**src/rtl/core/sorted_key_set_table_unit_macros.svh**
```systemverilog
// Assertion macros for the sorted key set table unit.
// Used by the modules that carry assertions; expects clk and rst_n in scope.
`ifndef SORTED_KEY_SET_TABLE_UNIT_MACROS_SVH
`define SORTED_KEY_SET_TABLE_UNIT_MACROS_SVH

// Condition that holds at every clock edge out of reset
`define SKST_ASSERT_ALWAYS(lbl, cond, msg) \
    lbl: assert property (@(posedge clk) disable iff (!rst_n) (cond)) else $error(msg);

// Same-cycle implication
`define SKST_ASSERT_IMP(lbl, ante, cons, msg) \
    lbl: assert property (@(posedge clk) disable iff (!rst_n) (ante) |-> (cons)) \
        else $error(msg);

// Next-cycle implication
`define SKST_ASSERT_NEXT(lbl, ante, cons, msg) \
    lbl: assert property (@(posedge clk) disable iff (!rst_n) (ante) |=> (cons)) \
        else $error(msg);

`endif

```
**src/rtl/core/skst_pkg.sv**
```systemverilog
// Types and codes shared by the sorted key set table unit.
// No dependencies.
`timescale 1ns / 1ps

package skst_pkg;

    typedef enum logic [1:0] {
        ACT_INSERT = 2'd0,
        ACT_REMOVE = 2'd1,
        ACT_LOOKUP = 2'd2,
        ACT_CLEAR  = 2'd3
    } action_t;

    typedef enum logic [1:0] {
        STS_DONE    = 2'd0,
        STS_PRESENT = 2'd1,
        STS_ABSENT  = 2'd2,
        STS_FULL    = 2'd3
    } status_t;

    // Register word index of compare_signed
    localparam logic REG_COMPARE_SIGNED = 1'b0;

    typedef struct packed {
        logic [1:0]  action;
        logic [31:0] key;
    } req_t;

    typedef struct packed {
        logic [1:0] status;
        logic [5:0] position;
        logic [6:0] entry_count;
    } rsp_t;

endpackage

```
**src/rtl/core/skst_ram.sv**
```systemverilog
// Generic simple dual-port RAM, one write and one registered read port.
// No dependencies.
`timescale 1ns / 1ps

module skst_ram #(
    parameter int WIDTH = 32,
    parameter int DEPTH = 64
) (
    input  logic                     clk,
    input  logic                     we,
    input  logic [$clog2(DEPTH)-1:0] waddr,
    input  logic [WIDTH-1:0]         wdata,
    input  logic [$clog2(DEPTH)-1:0] raddr,
    output logic [WIDTH-1:0]         rdata
);

    logic [WIDTH-1:0] mem [DEPTH];

    always_ff @(posedge clk)
    begin
        if (we)
        begin
            mem[waddr] <= wdata;
        end
        rdata <= mem[raddr];
    end

endmodule

```
**src/rtl/core/sorted_key_set_table_unit.sv**
```systemverilog
// Sorted key set table unit: top level with request sequencer and key store.
// Depends on skst_pkg, skst_ram and sorted_key_set_table_unit_macros.svh.
`timescale 1ns / 1ps

// Holds up to CAPACITY unique keys in ascending order in one RAM with a
// registered read. One request is worked at a time. A lookup runs a binary
// search, each probe a read of the middle key and a compare, then a final
// read and check of the key at the found slot, then hands over the response.
// Insert and remove move keys one slot at a time (one RAM read, one RAM
// write each); clear goes straight to FIN. The single RAM read port paces
// every step. A new request is taken while a response still waits on the
// output register. compare_signed selects unsigned or two's complement order
// and should be written only while the unit is idle.
module sorted_key_set_table_unit #(
    parameter int CAPACITY  = 64,
    parameter int KEY_WIDTH = 32
) (
    input  logic          clk,
    input  logic          rst_n,
    input  logic          psel,
    input  logic          penable,
    input  logic          pwrite,
    input  logic [2:0]    paddr,
    input  logic [31:0]   pwdata,
    output logic [31:0]   prdata,
    output logic          pready,
    input  logic          req_valid,
    output logic          req_ready,
    input  skst_pkg::req_t req,
    output logic          rsp_valid,
    input  logic          rsp_ready,
    output skst_pkg::rsp_t rsp
);

    import skst_pkg::*;
    `include "sorted_key_set_table_unit_macros.svh"

    localparam int AW = $clog2(CAPACITY);
    localparam int CW = $clog2(CAPACITY + 1);
    localparam logic [KEY_WIDTH-1:0] SIGN_BIT = {1'b1, {(KEY_WIDTH-1){1'b0}}};
    localparam logic [CW-1:0] CAP = CW'(CAPACITY);
    localparam logic [CW-1:0] ONE = CW'(1);

    typedef enum logic [6:0] {
        ST_IDLE = 7'b0000001,
        ST_SRD  = 7'b0000010,
        ST_SCMP = 7'b0000100,
        ST_CCMP = 7'b0001000,
        ST_MRD  = 7'b0010000,
        ST_MWR  = 7'b0100000,
        ST_FIN  = 7'b1000000
    } state_t;

    state_t                state_reg, state_next;
    logic [1:0]            act_reg, act_next;
    logic [KEY_WIDTH-1:0]  key_reg, key_next;
    logic [CW-1:0]         lo_reg, lo_next;
    logic [CW-1:0]         hi_reg, hi_next;
    logic [CW-1:0]         mid_reg, mid_next;
    logic [CW-1:0]         cnt_reg, cnt_next;
    logic [CW-1:0]         j_reg, j_next;
    logic [1:0]            status_reg, status_next;
    logic [CW-1:0]         pos_reg, pos_next;
    logic                  rsp_valid_reg, rsp_valid_next;
    rsp_t                  rsp_reg, rsp_next;
    logic                  cmp_signed_reg, cmp_signed_next;

    logic                  mem_we;
    logic [AW-1:0]         mem_waddr;
    logic [KEY_WIDTH-1:0]  mem_wdata;
    logic [AW-1:0]         mem_raddr;
    logic [KEY_WIDTH-1:0]  mem_rdata;

    logic [KEY_WIDTH-1:0]  rank_key, rank_mem;
    logic                  rsp_load;
    logic                  cfg_wr;
    logic [CW-1:0]         mid_calc;

    skst_ram #(
        .WIDTH (KEY_WIDTH),
        .DEPTH (CAPACITY)
    ) u_keys (
        .clk   (clk),
        .we    (mem_we),
        .waddr (mem_waddr),
        .wdata (mem_wdata),
        .raddr (mem_raddr),
        .rdata (mem_rdata)
    );

    assign pready    = 1'b1;
    assign prdata    = {31'b0, cmp_signed_reg};
    assign cfg_wr    = psel && penable && pwrite && (paddr[2] == REG_COMPARE_SIGNED);
    assign cmp_signed_next = cfg_wr ? pwdata[0] : cmp_signed_reg;

    assign req_ready = (state_reg == ST_IDLE);
    assign rsp_valid = rsp_valid_reg;
    assign rsp       = rsp_reg;

    // Flip the sign bit so that unsigned compare gives the chosen order
    assign rank_key = cmp_signed_reg ? (key_reg ^ SIGN_BIT) : key_reg;
    assign rank_mem = cmp_signed_reg ? (mem_rdata ^ SIGN_BIT) : mem_rdata;
    assign mid_calc = lo_reg + ((hi_reg - lo_reg) >> 1);

    always_comb
    begin
        logic hit;
        state_next  = state_reg;
        act_next    = act_reg;
        key_next    = key_reg;
        lo_next     = lo_reg;
        hi_next     = hi_reg;
        mid_next    = mid_reg;
        cnt_next    = cnt_reg;
        j_next      = j_reg;
        status_next = status_reg;
        pos_next    = pos_reg;
        rsp_valid_next = rsp_valid_reg && !rsp_ready;
        rsp_next    = rsp_reg;
        rsp_load    = 1'b0;
        mem_we      = 1'b0;
        mem_waddr   = AW'(j_reg);
        mem_wdata   = mem_rdata;
        mem_raddr   = AW'(mid_calc);
        hit         = 1'b0;

        unique case (state_reg)
            ST_IDLE:
            begin
                if (req_valid)
                begin
                    act_next = req.action;
                    key_next = KEY_WIDTH'(req.key);
                    lo_next  = '0;
                    hi_next  = cnt_reg;
                    pos_next = '0;
                    status_next = STS_DONE;
                    if (req.action == ACT_CLEAR)
                    begin
                        cnt_next   = '0;
                        state_next = ST_FIN;
                    end
                    else
                    begin
                        state_next = ST_SRD;
                    end
                end
            end
            ST_SRD:
            begin
                if (lo_reg < hi_reg)
                begin
                    mid_next   = mid_calc;
                    state_next = ST_SCMP;
                end
                else if (lo_reg < cnt_reg)
                begin
                    mem_raddr  = AW'(lo_reg);
                    state_next = ST_CCMP;
                end
                else
                begin
                    state_next = ST_CCMP;
                end
            end
            ST_SCMP:
            begin
                if (rank_mem < rank_key)
                begin
                    lo_next = mid_reg + ONE;
                end
                else
                begin
                    hi_next = mid_reg;
                end
                state_next = ST_SRD;
            end
            ST_CCMP:
            begin
                hit = (lo_reg < cnt_reg) && (rank_mem == rank_key);
                priority case (act_reg)
                    ACT_INSERT:
                    begin
                        if (hit)
                        begin
                            status_next = STS_PRESENT;
                            pos_next    = lo_reg;
                            state_next  = ST_FIN;
                        end
                        else if (cnt_reg == CAP)
                        begin
                            status_next = STS_FULL;
                            state_next  = ST_FIN;
                        end
                        else
                        begin
                            j_next     = cnt_reg;
                            state_next = ST_MRD;
                        end
                    end
                    ACT_REMOVE:
                    begin
                        if (hit)
                        begin
                            j_next     = lo_reg;
                            state_next = ST_MRD;
                        end
                        else
                        begin
                            status_next = STS_ABSENT;
                            state_next  = ST_FIN;
                        end
                    end
                    default:
                    begin
                        if (hit)
                        begin
                            pos_next = lo_reg;
                        end
                        else
                        begin
                            status_next = STS_ABSENT;
                        end
                        state_next = ST_FIN;
                    end
                endcase
            end
            ST_MRD:
            begin
                if (act_reg == ACT_INSERT)
                begin
                    if (j_reg > lo_reg)
                    begin
                        mem_raddr  = AW'(j_reg - ONE);
                        state_next = ST_MWR;
                    end
                    else
                    begin
                        // drop the new key into the opened slot
                        mem_we     = 1'b1;
                        mem_waddr  = AW'(lo_reg);
                        mem_wdata  = key_reg;
                        cnt_next   = cnt_reg + ONE;
                        pos_next   = lo_reg;
                        state_next = ST_FIN;
                    end
                end
                else
                begin
                    if ((j_reg + ONE) < cnt_reg)
                    begin
                        mem_raddr  = AW'(j_reg + ONE);
                        state_next = ST_MWR;
                    end
                    else
                    begin
                        cnt_next   = cnt_reg - ONE;
                        pos_next   = lo_reg;
                        state_next = ST_FIN;
                    end
                end
            end
            ST_MWR:
            begin
                mem_we = 1'b1;
                j_next = (act_reg == ACT_INSERT) ? (j_reg - ONE) : (j_reg + ONE);
                state_next = ST_MRD;
            end
            ST_FIN:
            begin
                // hold the result until the output register is free
                if (!rsp_valid_reg || rsp_ready)
                begin
                    rsp_load             = 1'b1;
                    rsp_valid_next       = 1'b1;
                    rsp_next.status      = status_reg;
                    rsp_next.position    = 6'(pos_reg);
                    rsp_next.entry_count = 7'(cnt_reg);
                    state_next           = ST_IDLE;
                end
            end
            default:
            begin
                state_next = ST_IDLE;
            end
        endcase
    end

    always_ff @(posedge clk or negedge rst_n)
    begin
        if (!rst_n)
        begin
            state_reg      <= ST_IDLE;
            cnt_reg        <= '0;
            rsp_valid_reg  <= 1'b0;
            cmp_signed_reg <= 1'b0;
        end
        else
        begin
            state_reg      <= state_next;
            cnt_reg        <= cnt_next;
            rsp_valid_reg  <= rsp_valid_next;
            cmp_signed_reg <= cmp_signed_next;
        end
    end

    always_ff @(posedge clk)
    begin
        act_reg    <= act_next;
        key_reg    <= key_next;
        lo_reg     <= lo_next;
        hi_reg     <= hi_next;
        mid_reg    <= mid_next;
        j_reg      <= j_next;
        status_reg <= status_next;
        pos_reg    <= pos_next;
        rsp_reg    <= rsp_next;
    end

    `SKST_ASSERT_ALWAYS(a_cnt_cap, cnt_reg <= CAP, "key count above capacity")
    `SKST_ASSERT_IMP(a_wr_range, mem_we, (CW'(mem_waddr) <= cnt_reg),
        "store write beyond held keys")
    `SKST_ASSERT_NEXT(a_busy, req_valid && req_ready, !req_ready,
        "request taken while busy")
    `SKST_ASSERT_IMP(a_no_overrun, rsp_load, !rsp_valid_reg || rsp_ready,
        "response overwritten before taken")

endmodule
```
**config.mk**
```make
export PLATFORM = sky130hd
export DESIGN_NAME = sorted_key_set_table_unit
export DESIGN_NICKNAME = d
export VERILOG_FILES = /design/src/rtl/core/skst_pkg.sv /design/src/rtl/core/skst_ram.sv /design/src/rtl/core/sorted_key_set_table_unit.sv
export VERILOG_INCLUDE_DIRS = /design/src /design/src/rtl/core
export SDC_FILE = /design/constraint.sdc
export NUM_CORES = 2
export LEC_CHECK = 0
export BUFFER_PORTS_ARGS = -buffer_cell sky130_fd_sc_hd__buf_2
export CORE_MARGIN = 3
export CORE_UTILIZATION = 50
export CTS_BUF_LIST = sky130_fd_sc_hd__clkbuf_16
export DETAILED_ROUTE_END_ITERATION = 8
export PLACE_DENSITY = 0.66
export SETUP_SLACK_MARGIN = 0.5
export SLEW_MARGIN = 20
export SYNTH_ARGS = -nofsm -noshare
export SYNTH_HDL_FRONTEND = slang
export SYNTH_SLANG_ARGS = --single-unit
export TNS_END_PERCENT = 10
```
**constraint.sdc**
```tcl
create_clock -name clk -period 10.3 [get_ports clk]
set_input_delay 0.515 -clock clk [delete_from_list [all_inputs] [get_ports clk]]
set_output_delay 0.515 -clock clk [all_outputs]
set_load 0.005 [all_outputs]
```
-- Word level (Yosys, flattened, before mapping)
Memory sizes are Yosys's and may differ from the RTL's. A register that Yosys moved wholly into a read port is not among the register bits.
Index checks and enable logic that the tools add are counted.
- $add $sub $neg: 7
- multipliers: 0
- div/mod/pow operators: 0
- magnitude comparators: 5
- equality and inequality tests: 26
- shift-type cells: 0
- multiplexer cells: 62
- bitwise gates (word level): 3
- reduce and logical (&&, ||, !) cells: 24
- operators with widths (operator ; number):
    $mux W32 ; 5
    $mux W7 ; 22
    $pmux W7 S2 ; 6
    $mux W6 ; 12
    $pmux W7 S7 ; 1
    $eq A32 B32 Y1 ; 1
    $lt A32 B32 Y1 ; 1
    $add A7 B1 Y7 const B ; 3
    $lt A7 B7 Y1 ; 3
    $ne A3 B3 Y1 const B ; 7
    $pmux W6 S3 ; 1
    $eq A7 B7 Y1 const B ; 2
    $sub A7 B1 Y7 const B ; 2
    $ne A2 B2 Y1 const B ; 6
    $pmux W6 S2 ; 1
    $mux W2 ; 5
    $reduce_and A5 Y1 ; 2
    $reduce_and A2 Y1 ; 4
    $reduce_bool A2 Y1 ; 4
    $add A7 B6 Y7 ; 1
    $eq A7 B1 Y1 const B ; 1
    $eq A7 B2 Y1 const B ; 1
    $eq A7 B3 Y1 const B ; 1
    $eq A7 B4 Y1 const B ; 1
    21 further kinds ; 34
- register bits after elaboration: 101
- bits in latches: 0
- bits in writable memories: 2048
- ROM bits: 0
- input bits: 76
- output and inout bits: 50
- word-level logic and storage cells: 143
- memories: 1
- memory list (memory ; words ; bits a word ; rd ports ; clocked after Yosys merged registers in ; write ports ; RTL line ; RTL):
    u_keys.mem ; 64 ; 32 ; 1 ; 1 ; 1 ; skst_ram.sv:17 ; logic [WIDTH-1:0] mem [DEPTH];

-- Logic depth before layout (Yosys ltp)
- depth after elaboration: 7
- gate-level depth with buffers: 20
- gate-level depth less buffers: 17

-- Cells and area by module
Synthesis repeated with hierarchy kept, for this count alone.
- cells, all modules: 4041
- area, all modules: 85558.3 um2
- modules (own cells, without submodules) (module ; instances ; cells each ; area an instance (um2) ; seq. area each (um2)):
    skst_ram ; 1 ; 3324 ; 78515.3 ; 62139.6
    sorted_key_set_table_unit ; 1 ; 717 ; 7043.0 ; 2954.1

-- Least setup slack after synthesis
No wires, ideal clock.
- path type: flip-flop to flip-flop
- from: reg lo_reg[4]
- to: mem u_keys.mem[0][1], data pin
- setup time: 0.702 ns
- arrival: 4.569 ns
- required time: 9.598 ns
- path slack: 5.029 ns
- cell stages (with the launch flop): 11
- buffers on the path: 2
- clock period less this slack: 5.271 ns
- cell sequence: edfxtp_1 > inv_1 > ha_1 > a211oi_1 > o21bai_1 > o21ai_0 > and3_1 > inv_1 > clkbuf_1 > clkbuf_1 > o21ai_0
- longest elaborated chain between the ends: 4
- ends and longest elaborated chain (what ; RTL line ; RTL):
    from (decl) ; sorted_key_set_table_unit.sv:57 ; logic [CW-1:0] lo_reg, lo_next;
    from (signal assigned) ; sorted_key_set_table_unit.sv:311 ; lo_reg <= lo_next;
    $gt A7 B7 Y1 ; sorted_key_set_table_unit.sv:232 ; if (j_reg > lo_reg)
    $mux W32 ; sorted_key_set_table_unit.sv:232 ;
    $mux W32 ; sorted_key_set_table_unit.sv:230 ; if (act_reg == ACT_INSERT)
    $mux W32 ; sorted_key_set_table_unit.sv:127 ; unique case (state_reg)
    named net mem_wdata[1] ; sorted_key_set_table_unit.sv:70 ; logic [KEY_WIDTH-1:0] mem_wdata;
    to (decl) ; skst_ram.sv:17 ;
The timed path passes the listed nets, and every way through them passes these cells.

-- Worst setup path after layout
- from: reg j_reg[2]
- to: reg u_keys.rdata[25], read port of u_keys.mem
- longest elaborated chain between the ends: 5
- elaborated cells on any way between the ends: 8
- classes of those cells: add/sub (2); order compare (2); mux (4)
- ends and longest elaborated chain (what ; RTL line ; RTL):
    from (decl) ; sorted_key_set_table_unit.sv:61 ; logic [CW-1:0] j_reg, j_next;
    from (signal assigned) ; sorted_key_set_table_unit.sv:314 ; j_reg <= j_next;
    $add A7 B1 Y7 ; sorted_key_set_table_unit.sv:250 ; if ((j_reg + ONE) < cnt_reg)
    $lt A7 B7 Y1 ; sorted_key_set_table_unit.sv:250 ;
    $mux W6 ; sorted_key_set_table_unit.sv:250 ;
    $mux W6 * ; sorted_key_set_table_unit.sv:230 ;
    $pmux W6 S2 * ; sorted_key_set_table_unit.sv:127 ;
    to (decl) ; skst_ram.sv:14 ; output logic [WIDTH-1:0] rdata
Every way passes the cells marked *; elsewhere a longest branch is shown, timed or not.
A chain may end at the register's enable or synchronous reset.

==> flow_summary.toml <==
[route]
route.detailed.drc = 0
wl_per_cell_um = 30.7
firstDrtPassIters = 6
drtAntennaViolNets = 0
first_iter_violations = 7559
wirelength_mm = 264
vias = 56500
vias_per_cell = 6.57

[synthesis]
async_flop_share_pct = 0.734
synth_ff_type = "edfxtp_1"
synth_common_cells = "edfxtp_1 (2133), nand2_1 (660), and3_1 (486), a211oi_1 (425), clkbuf_1 (343)"
syn_area_per_cell_um2 = 14.8
netlist_area_mm2 = 0.0897
yosys.area.top_type = "edfxtp_1"
synth_edf_count = 2133
netlist_instances = 6051
synth_top_area_share_pct = 71.4
ys_warn_count = 0
synthTopCellsByArea = "edfxtp_1 (71%), a211oi_1 (3.6%), and3_1 (3.4%)"
synth.most_common_cell = "edfxtp_1"
ys_seq_area_share_pct = 72.6
ys_types = 86
ys_seq_elements = 2181

[cts]
clkSinkCount = 2181
cts_tree = "yes"
postCtsSetupBuffers = 0
h-tree-depth = 4
insertion_delay_ns = 0.88
path_clk_slew_ns = 0.06
cts_made_buffers = 214
cts-root-buf = "clkbuf_16"
cts_resized = 0
clockBufferDepth = 3

[sta]
hold_violations = 0
finalCritPeriodShare_pct = 66.2
rsz0062_at_grt = "no"
fin_skew_ns = 0.0339
worstMarginPinSlew_ns = 1.22
fin_crit_ns = 6.82
maxClockFrequency_mhz = 147
finalMaxSlewViolations = 0
fin_tns_setup_ns = 0
setup_viol = 0
relSlewSlack_pct = 18.8

[grt]
grt_overflow = 0
grt_pass1_wl_mm = 376
grt_pass1_vias = 53600
antenna_found_initial = 14
gr-usage-all-layers_pct = 28.0
grt_start_max_net_pins = 192

[outcome]
status = "finished, final reports clean"

[critical_path]
reg2reg_slack_ns = 3.48
start_kind = "flip-flop"
cp.arrival_ns = 7.60
worstPathMaxFanout = 165
required_ns = 11.08
endpoint_kind = "flip-flop"
crit_type = "flip-flop to flip-flop"

[die]
die_w_um = 429
die_y_um = 429
core_area_mm2 = 0.177
pin_count = 126
num_rows = 154
initial_core_util_pct = 50.6
die_area_mm2 = 0.184

[finish]
drive_above_1_share_pct = 11.8
fillCellCount = 13600
final_nets = 6222
area_delta_synth_final_pct = 11.9
largest_register_ff_count = 2048

[placement]
hpwl_mm = 136
io_buffer_count = 60
gp_congestion = 0.890

[min_path]
hp-class = "input port to flip-flop"

[flow_run]
drv_cap = 0
==> per-layer routing <==
layer	vias to the layer above	track usage [%]	routed length, µm
li1	24100	-	-
met1	28600	37.7	102000
met2	3172	43.8	122000
met3	568	5.86	27300
met4	10	13.0	12700
met5	-	0	66
==> stage by stage <==
step	cell area (µm²)	utilization, %	setup WS [ns]	instances	hold slack, ns
after detailed placement	93300	52.6	3.73	8155	0.410
after CTS	100000	56.6	3.70	8586	0.0351
after global placement	93300	52.6	3.75	8155	0.405
after floorplan	89800	-	5.03	6081	0.219
after global routing	100000	56.6	3.23	8589	0.0710
final	100000	56.6	3.48	8593	0.0894
==> cells by family after synthesis <==
| group | Yosys count | synth area share, % |
|---|---|---|
| xor gates and xnor gates | 33 | 0.322 |
| AOI/OAI and AO/OA | 1450 | 12.7 |
| muxes | 165 | 1.84 |
| other | 2 | 0.00837 |
| DFF | 2181 | 72.6 |
| and+or+nand+nor | 1459 | 8.12 |
| buffers and inverters | 685 | 3.29 |
| adders and majority gates | 76 | 1.09 |
==> path summary, 6_finish.rpt <==
path                            start          endpoint  cells past startpoint
min reg2reg                pos_reg[0]            rsp[7]                      0
min in group asynchronous       rst_n        cnt_reg[3]                      2
max                          j_reg[2]  u_keys.rdata[25]                     17
max reg2reg                  j_reg[2]  u_keys.rdata[25]                     17
max in group asynchronous       rst_n      state_reg[0]                      2
min                         req_valid      state_reg[0]                      3
==> worst max-delay path: stages (launching register included) <==
cell	delay, ns
edfxtp_1	0.72
nand3_1	0.22
nor3_1	0.27
xor2_1	0.26
ha_1	0.28
o21ai_0	0.14
nor2_1	0.10
o31ai_1	0.38
nor2_1	0.15
o32ai_4	0.42
buf_12	0.66
buf_4	0.68
buf_4	0.85
and3_1	0.27
a2111oi_0	0.06
a311oi_1	0.38
a22oi_1	0.40
nand4_1	0.21
==> layout by cell type (no fill, tap or decap), types with 33 or more instances in the layout <==
cell type,n
o2111a_1,96
ha_1,73
dlygate4sd3_1,37
clkinv_1,51
nand4_1,47
mux2i_1,164
nor3b_1,36
inv_1,221
nand2_1,659
clkinv_2,38
nor4_1,34
a22oi_1,65
a31oi_1,130
a21oi_1,46
a211oi_2,33
a311oi_1,159
nor2_4,67
clkbuf_16,215
o21ai_0,136
nor2_1,43
a2111oi_0,181
a211oi_1,425
and3_1,486
buf_2,60
buf_4,184
edfxtp_1,2133
==> what timing repair did <==
| action | in CTS | in global routing |
|---|---|---|
| endpoints found under the hold margin | 53 | 0 |
| setup endpoints to repair | 0 | 0 |
| hold buffers | 37 | 0 |
==> area by class of cell <==
class / count / area, µm² / area share (%)
clock buffers: 215 / 5380 / 5.36
repair buffers: 295 / 2350 / 2.34
multi-input cells: 3215 / 22700 / 22.7
well taps: 2340 / 2930 / 2.92
diodes: 5 / 12.5 / 0.0125
flip-flops and latches: 2181 / 65100 / 64.9
inverters: 163 / 616 / 0.613
clock inverters: 179 / 1220 / 1.22
Power is not shown: default switching activity piles up to over one toggle a cycle in this logic, so the estimate is an artifact.
